`src/rtl/hill_cipher_block_defines.svh`:
```
// Assertion macros for the Hill cipher block.
// Included by the top level; uses the clk and rst names of the including module.
`ifndef HILL_CIPHER_BLOCK_DEFINES_SVH
`define HILL_CIPHER_BLOCK_DEFINES_SVH

`ifndef SYNTHESIS
`define HCB_ASSERT(label, prop) \
  label: assert property (@(posedge clk) disable iff (rst) prop) \
    else $error("hill_cipher_block assertion failed");
`define HCB_NEVER(label, expr) \
  `HCB_ASSERT(label, !(expr))
`else
`define HCB_ASSERT(label, prop)
`define HCB_NEVER(label, expr)
`endif

`endif

```
`src/rtl/hcb_pkg.sv`:
```
// Shared types, constants and functions of the Hill cipher block.
// No dependencies; imported by every module of the block.
`default_nettype none
package hcb_pkg;

  localparam int MaxDim     = 5;
  localparam int KeyRows    = 5;
  localparam int LetterW    = 5;
  localparam int DimW       = 3;
  localparam int KeyW       = KeyRows * LetterW;
  localparam int CfgIdxW    = 3;
  localparam int SumW       = 13;
  localparam int RecipW     = 12;
  localparam int RecipShift = 16;
  localparam int QDepth     = 2;
  localparam int QPtrW      = 1;
  localparam int QCntW      = 2;

  localparam logic [SumW-1:0]    Alpha     = SumW'(26);
  localparam logic [RecipW-1:0]  Recip     = RecipW'(2521);
  localparam logic [LetterW-1:0] PadLetter = LetterW'(23);

  localparam logic [CfgIdxW-1:0] CfgBlockSize = 3'd0;
  localparam logic [CfgIdxW-1:0] CfgKeyRow0   = 3'd1;
  localparam logic [CfgIdxW-1:0] CfgKeyRow1   = 3'd2;
  localparam logic [CfgIdxW-1:0] CfgKeyRow2   = 3'd3;
  localparam logic [CfgIdxW-1:0] CfgKeyRow3   = 3'd4;
  localparam logic [CfgIdxW-1:0] CfgKeyRow4   = 3'd5;

  typedef struct packed {
    logic [LetterW-1:0] letter_in;
    logic               end_of_message;
  } in_item_t;

  typedef struct packed {
    logic [LetterW-1:0] letter_out;
    logic               last_of_block;
    logic               last_of_message;
  } out_item_t;

  typedef struct packed {
    logic [MaxDim-1:0][LetterW-1:0] letters;
    logic [DimW-1:0]                size;
    logic                           eom;
  } block_t;

  typedef logic [KeyRows-1:0][KeyW-1:0] key_mat_t;

  function automatic logic [DimW-1:0] eff_size(input logic [DimW-1:0] bs);
    logic [DimW-1:0] n;
    n = bs;
    if (n == '0) n = DimW'(1);
    if (n > DimW'(MaxDim)) n = DimW'(MaxDim);
    return n;
  endfunction

  function automatic logic [LetterW-1:0] mod_alpha(input logic [SumW-1:0] x);
    logic [SumW+RecipW-1:0] prod;
    logic [SumW-1:0]        q;
    logic [SumW-1:0]        r;
    prod = (SumW+RecipW)'(x) * (SumW+RecipW)'(Recip);
    q    = SumW'(prod >> RecipShift);
    r    = x - SumW'(q * Alpha);
    return r[LetterW-1:0];
  endfunction

endpackage
`default_nettype wire

```
`src/rtl/hcb_front.sv`:
```
// Front end: gathers letters into a block and hands full or flushed blocks on.
// Depends on hcb_pkg.
`default_nettype none
module hcb_front import hcb_pkg::*; (
  input  wire logic            clk,
  input  wire logic            rst,
  input  wire logic            push,
  input  wire in_item_t        item,
  input  wire logic [DimW-1:0] block_size,
  input  wire logic            q_full,
  output logic                 q_push,
  output block_t               q_data
);

  logic [DimW-1:0]                fill;
  logic [DimW-1:0]                fill_next;
  logic [DimW-1:0]                fill_inc;
  logic [DimW-1:0]                n;
  logic [MaxDim-1:0][LetterW-1:0] letters;
  logic                           accept;
  logic                           flush;

  assign accept   = push && !q_full;
  assign fill_inc = fill + DimW'(1);
  assign n        = eff_size(block_size);
  assign flush    = accept && ((fill_inc >= n) || item.end_of_message);
  assign q_push   = flush;

  always_comb begin
    for (int k = 0; k < MaxDim; k++) begin
      if (DimW'(k) < fill_inc) begin
        q_data.letters[k] = (DimW'(k) == fill) ? item.letter_in : letters[k];
      end else begin
        q_data.letters[k] = PadLetter;
      end
    end
    q_data.size = n;
    q_data.eom  = item.end_of_message;
  end

  always_comb begin
    fill_next = fill;
    if (flush) begin
      fill_next = '0;
    end else if (accept) begin
      fill_next = fill_inc;
    end
  end

  always_ff @(posedge clk) begin
    if (rst) begin
      fill <= '0;
    end else begin
      fill <= fill_next;
    end
  end

  always_ff @(posedge clk) begin
    if (accept && (fill < DimW'(MaxDim))) begin
      letters[fill] <= item.letter_in;
    end
  end

endmodule
`default_nettype wire

```
`src/rtl/hcb_queue.sv`:
```
// Short block queue between the front end and the matrix unit.
// Depends on hcb_pkg.
`default_nettype none
module hcb_queue import hcb_pkg::*; (
  input  wire logic   clk,
  input  wire logic   rst,
  input  wire logic   wr,
  input  wire block_t wr_data,
  input  wire logic   rd,
  output block_t      rd_data,
  output logic        full,
  output logic        valid
);

  block_t             entries [QDepth];
  logic [QPtrW-1:0]   wr_ptr;
  logic [QPtrW-1:0]   rd_ptr;
  logic [QCntW-1:0]   count;
  logic [QCntW-1:0]   count_next;

  assign full    = (count == QCntW'(QDepth));
  assign valid   = (count != '0);
  assign rd_data = entries[rd_ptr];

  always_comb begin
    count_next = count;
    if (wr && !rd) begin
      count_next = count + QCntW'(1);
    end else if (rd && !wr) begin
      count_next = count - QCntW'(1);
    end
  end

  always_ff @(posedge clk) begin
    if (rst) begin
      wr_ptr <= '0;
      rd_ptr <= '0;
      count  <= '0;
    end else begin
      if (wr) wr_ptr <= wr_ptr + QPtrW'(1);
      if (rd) rd_ptr <= rd_ptr + QPtrW'(1);
      count <= count_next;
    end
  end

  always_ff @(posedge clk) begin
    if (wr) begin
      entries[wr_ptr] <= wr_data;
    end
  end

endmodule
`default_nettype wire

```
`src/rtl/hcb_back.sv`:
```
// Matrix unit: key row per unstalled cycle, sum stage, mod 26 output stage.
// Depends on hcb_pkg.
`default_nettype none
module hcb_back import hcb_pkg::*; (
  input  wire logic     clk,
  input  wire logic     rst,
  input  wire block_t   blk,
  input  wire logic     blk_valid,
  output logic          blk_pop,
  input  wire key_mat_t keys,
  input  wire logic     pop,
  output logic          out_valid,
  output out_item_t     out_item
);

  logic [DimW-1:0] row;
  logic [DimW-1:0] row_next;
  logic            s1_valid;
  logic [SumW-1:0] s1_sum;
  logic            s1_lob;
  logic            s1_lom;
  logic            out_ready;
  logic            s1_ready;
  logic            issue;
  logic            last;
  logic [KeyW-1:0] key_row;
  logic [SumW-1:0] sum;

  assign out_ready = !out_valid || pop;
  assign s1_ready  = !s1_valid || out_ready;
  assign issue     = blk_valid && s1_ready;
  assign last      = (row == (blk.size - DimW'(1)));
  assign blk_pop   = issue && last;
  assign key_row   = keys[row];

  always_comb begin
    sum = '0;
    for (int k = 0; k < MaxDim; k++) begin
      if (DimW'(k) < blk.size) begin
        sum = sum + SumW'(key_row[k*LetterW +: LetterW]) * SumW'(blk.letters[k]);
      end
    end
  end

  always_comb begin
    row_next = row;
    if (issue) begin
      row_next = last ? '0 : row + DimW'(1);
    end
  end

  always_ff @(posedge clk) begin
    if (rst) begin
      row       <= '0;
      s1_valid  <= 1'b0;
      out_valid <= 1'b0;
    end else begin
      row <= row_next;
      if (s1_ready) s1_valid <= issue;
      if (out_ready) out_valid <= s1_valid;
    end
  end

  always_ff @(posedge clk) begin
    if (issue) begin
      s1_sum <= sum;
      s1_lob <= last;
      s1_lom <= last && blk.eom;
    end
    if (out_ready && s1_valid) begin
      out_item.letter_out      <= mod_alpha(s1_sum);
      out_item.last_of_block   <= s1_lob;
      out_item.last_of_message <= s1_lom;
    end
  end

endmodule
`default_nettype wire

```
`src/rtl/hill_cipher_block.sv`:
```
// Hill cipher mod 26 top level: configuration registers, front end, queue, matrix unit.
// Takes one letter per cycle unless full; a full or flushed block of n letters gives n
// results through the queue, sum and output stages, one per cycle while they are popped.
// Unless pop stalls it, the matrix unit does one key row, so one result, per cycle.
// Synchronous reset sets block size 2, the identity key and an empty block.
`default_nettype none
`include "hill_cipher_block_defines.svh"
module hill_cipher_block import hcb_pkg::*; (
  input  wire logic               clk,
  input  wire logic               rst,
  input  wire logic               push,
  output logic                    full,
  input  wire in_item_t           item,
  output logic                    empty,
  input  wire logic               pop,
  output out_item_t               result,
  input  wire logic               cfg_valid,
  output logic                    cfg_ready,
  input  wire logic [CfgIdxW-1:0] cfg_index,
  input  wire logic [KeyW-1:0]    cfg_data
);

  logic [DimW-1:0] block_size;
  key_mat_t        keys;
  logic            q_push;
  logic            q_full;
  logic            q_valid;
  logic            q_pop;
  block_t          q_wr_data;
  block_t          q_rd_data;
  logic            out_valid;

  assign cfg_ready = 1'b1;
  assign full      = q_full;
  assign empty     = !out_valid;

  always_ff @(posedge clk) begin
    if (rst) begin
      block_size <= DimW'(2);
      for (int r = 0; r < KeyRows; r++) begin
        keys[r] <= KeyW'(1) << (r * LetterW);
      end
    end else if (cfg_valid && cfg_ready) begin
      case (cfg_index)
        CfgBlockSize: block_size <= cfg_data[DimW-1:0];
        CfgKeyRow0:   keys[0] <= cfg_data;
        CfgKeyRow1:   keys[1] <= cfg_data;
        CfgKeyRow2:   keys[2] <= cfg_data;
        CfgKeyRow3:   keys[3] <= cfg_data;
        CfgKeyRow4:   keys[4] <= cfg_data;
        default: begin
        end
      endcase
    end
  end

  hcb_front u_front (
    .clk        (clk),
    .rst        (rst),
    .push       (push),
    .item       (item),
    .block_size (block_size),
    .q_full     (q_full),
    .q_push     (q_push),
    .q_data     (q_wr_data)
  );

  hcb_queue u_queue (
    .clk     (clk),
    .rst     (rst),
    .wr      (q_push),
    .wr_data (q_wr_data),
    .rd      (q_pop),
    .rd_data (q_rd_data),
    .full    (q_full),
    .valid   (q_valid)
  );

  hcb_back u_back (
    .clk       (clk),
    .rst       (rst),
    .blk       (q_rd_data),
    .blk_valid (q_valid),
    .blk_pop   (q_pop),
    .keys      (keys),
    .pop       (pop),
    .out_valid (out_valid),
    .out_item  (result)
  );

  `HCB_NEVER(a_queue_overflow, q_push && q_full)
  `HCB_NEVER(a_queue_underflow, q_pop && !q_valid)
  `HCB_ASSERT(a_letter_range, !empty |-> result.letter_out < 26)
  `HCB_ASSERT(a_msg_ends_block, !empty && result.last_of_message |-> result.last_of_block)

endmodule
`default_nettype wire

```
`config.mk`:
```
export PLATFORM = sky130hd
export DESIGN_NAME = hill_cipher_block
export DESIGN_NICKNAME = d
export VERILOG_FILES = /design/src/rtl/hcb_pkg.sv /design/src/rtl/hcb_front.sv /design/src/rtl/hcb_queue.sv /design/src/rtl/hcb_back.sv /design/src/rtl/hill_cipher_block.sv
export VERILOG_INCLUDE_DIRS = /design/src /design/src/rtl
export SDC_FILE = /design/constraint.sdc
export NUM_CORES = 1
export LEC_CHECK = 0
export CAP_MARGIN = 20
export CORE_MARGIN = 2
export CORE_UTILIZATION = 55
export CTS_BUF_LIST = sky130_fd_sc_hd__clkbuf_4 sky130_fd_sc_hd__clkbuf_8
export CTS_CLUSTER_SIZE = 20
export DETAILED_ROUTE_END_ITERATION = 8
export DONT_BUFFER_PORTS = 1
export GPL_ROUTABILITY_DRIVEN = 0
export PLACE_DENSITY_LB_ADDON = 0.05
export SKIP_LAST_GASP = 1
export SLEW_MARGIN = 20
export SYNTH_ARGS = -nofsm -noshare
export SYNTH_HDL_FRONTEND = slang
export SYNTH_SLANG_ARGS = --single-unit
```
`constraint.sdc`:
```
create_clock -name clk -period 36.7 [get_ports clk]
set_input_delay 3.67 -clock clk [delete_from_list [all_inputs] [get_ports clk]]
set_output_delay 3.67 -clock clk [all_outputs]
set_load 0.05 [all_outputs]
```
==> impl_metrics.yaml <==
outcome:
  status: "finished, final reports clean"
synthesis:
  synth_flop_cell: "dfxtp_1"
  synth.avg_cell_area_um2: 9.58
  synth_edf_count: 105
  async_flop_share_pct: 0
  yosys_warnings: 0
  synth_nets: 2186
  yosysSeqAreaShare_pct: 33.7
  yosys.cell_types.count: 69
  synthCells: 1851
  synth-seq-cells: 246
  synthesis.area_um2: 17700
grt:
  grt_use_total_pct: 25.5
  grt_first_pass_wirelength_um: 67400
  grt_max_degree: 140
  grt_pass1_vias: 13000
  antenna_found_initial: 0
  grt_overflow: 0
layout:
  final_common_cell: "nand2_1"
  fill_cells: 2703
  layout-drive-gt1-share_pct: 9.42
  layout_common_cells: "nand2_1 (378), inv_1 (197), ha_1 (173)"
  area_growth_pct: 7.30
  fin_nets: 2183
  utilization_pct: 60.2
  antenna-diode-count: 0
die:
  fp.coreArea_um2: 31600
  die_y_um: 184
  rows: 65
  io_pins: 49
  initial_utilization_pct: 56.1
  dieArea_um2: 33700
  die-width_um: 184
clocking:
  cts_buffer_depth: 3
  htree_levels: 2
  clk_latency_ps: 550
  ctsRootBufferMaster: "clkbuf_8"
  cts_buffers: 42
  cts.clk_slew.worst_paths_ps: 70
  ctsHoldBuffers: 0
  postCtsSetupBuffers: 0
  cts.repair.resized: 0
  numClockSinks: 246
  cts_tree: "built"
job:
  drv_cap: 0
critical_path:
  crit_type: "reg -> reg"
  crit_fanout: 30
  cp-end-kind: "flip-flop"
  start_kind: "flip-flop"
  cpMaxStageDelayCell: "mux4_2"
  cp_common_cell: "fa_1"
  cpPeakStageDelay_ps: 580
  arrival_ps: 14870
  crit_required_ps: 37000
place:
  portBuffers: 0
  place_hpwl_um: 30700
timing:
  fin_tns_setup_ps: 0
  fin_crit_sh_pct: 39.7
  fmax_mhz: 68.6
  tightest_slew_ps: 1090
  setup-violations-final: 0
  hold_violations: 0
  timing.hold.ws_ps: 422
  min_period_ps: 14570
  slew_headroom_pct: 26.6
  rsz0062_at_grt: "false"
  finalMaxSlewViolations: 0
  finClkSkew_ps: 20.0
drt:
  drt_iter0_markers: 770
  antenna_left: 0
  firstDrtPassIters: 5
  via_per_inst: 5.63
  routedWlPerCell_um: 18.1
  finalWirelength_um: 41300
  num_vias: 12800
  drc: 0
min_path:
  min_path_type: "reg -> reg"
logic make-up (layout without fill, tap and decap cells):
logic type	count (synthesis)	count (layout)	synth area share, %
simple gates	607	607	14.9
other cells	1	1	0.0211
flops	246	246	33.7
fa+ha+maj	296	296	26.1
compound gates	299	299	10.2
xor+xnor	53	53	2.62
mux	87	87	6.86
buf+inv	262	290	5.66
metal layers:
layer / global-route usage [%] / part of all wire [%] / vias to the layer above / wire length [um]
li1: - / - / 6223 / -
met2: 43.8 / 49 / 325 / 20300
met1: 33.1 / 42 / 6222 / 17500
met3: 3.53 / 5.2 / 71 / 2150
met4: 8.74 / 3.2 / 0 / 1340
met5: 0 / 0 / - / 0
layout make-up:
class,count,area [um2],area share (%)
clock buffers,63,748,3.93
inverters,198,743,3.91
flip-flops and latches,246,5980,31.4
multi-input cells,1343,10800,56.7
well taps,402,503,2.64
clock inverters,12,150,0.789
repair buffers,17,125,0.657
worst paths after layout:
kind | startpoint | end | slack [ps] | depth (start not counted)
worst max-delay path | u_back.row[0] | u_back.s1_sum[12] | 22130 | 47
worst min-delay path | u_back.s1_lom | u_back.out_item[0] | 420 | 0
worst max register to register | u_back.row[0] | u_back.s1_sum[12] | 22130 | 47
worst min register to register | u_back.s1_lom | u_back.out_item[0] | 420 | 0
state kept, by name, summed over array words and instances, names as in the netlist, named ones only:
signal,cells
u_back.out_item,7
u_queue.count,2
u_back.s1_valid,1
u_back.s1_sum,13
u_queue.wr_ptr,1
u_queue.entries,58
u_back.row,3
u_back.s1_lob,1
keys,125
u_queue.rd_ptr,1
u_back.out_valid,1
block_size,3
u_front.letters,25
u_back.s1_lom,1
u_front.fill,3
Yosys cell counts (3+ instances only):
cell,number,area share (%)
a211oi_1,4,0.17
a21boi_0,5,0.21
a21o_1,10,0.42
a21oi_1,162,4.6
a22o_1,15,0.74
a22oi_1,18,0.76
a31oi_1,3,0.11
and2_1,23,0.81
and3_1,3,0.11
buf_2,7,0.20
clkbuf_1,55,1.2
dfxtp_1,141,16
edfxtp_1,105,18
fa_1,123,14
ha_1,173,12
inv_1,197,4.2
mux2_2,23,1.5
mux2i_1,38,2.1
mux4_2,25,3.2
nand2_1,378,8.0
nand2b_1,12,0.42
nand3_1,28,0.79
nand3b_1,6,0.25
nor2_1,87,1.8
nor2b_1,15,0.53
nor3_1,13,0.37
nor4_1,5,0.18
o211ai_1,6,0.25
o21a_1,11,0.47
o21ai_0,33,0.93
o21ai_1,3,0.085
o21bai_1,5,0.21
or2_2,14,0.49
or3_1,12,0.42
xnor2_1,37,1.8
xor2_1,16,0.79
stage by stage:
step / setup WS [ps] / cells / instance area (um2)
after detailed placement: 22160 / 2205 / 18100
after global placement: 22280 / 2205 / 18100
after global routing: 21290 / 2281 / 19000
final: 22130 / 2281 / 19000
after floorplan: 22870 / 1851 / 17700
after CTS: 22100 / 2280 / 19000
critical path: cells and delay by family (launching register included):
kind / cells / cell delay [ps]
adders and majority gates: 19 / 8150
xor gates and xnor gates: 3 / 580
DFF: 1 / 310
and+or+nand+nor: 8 / 1420
AOI/OAI and AO/OA: 9 / 1990
buffers and inverters: 5 / 660
muxes: 3 / 1160
Power is not shown: default switching activity piles up to over one toggle a cycle in this logic, so the estimate is an artifact.
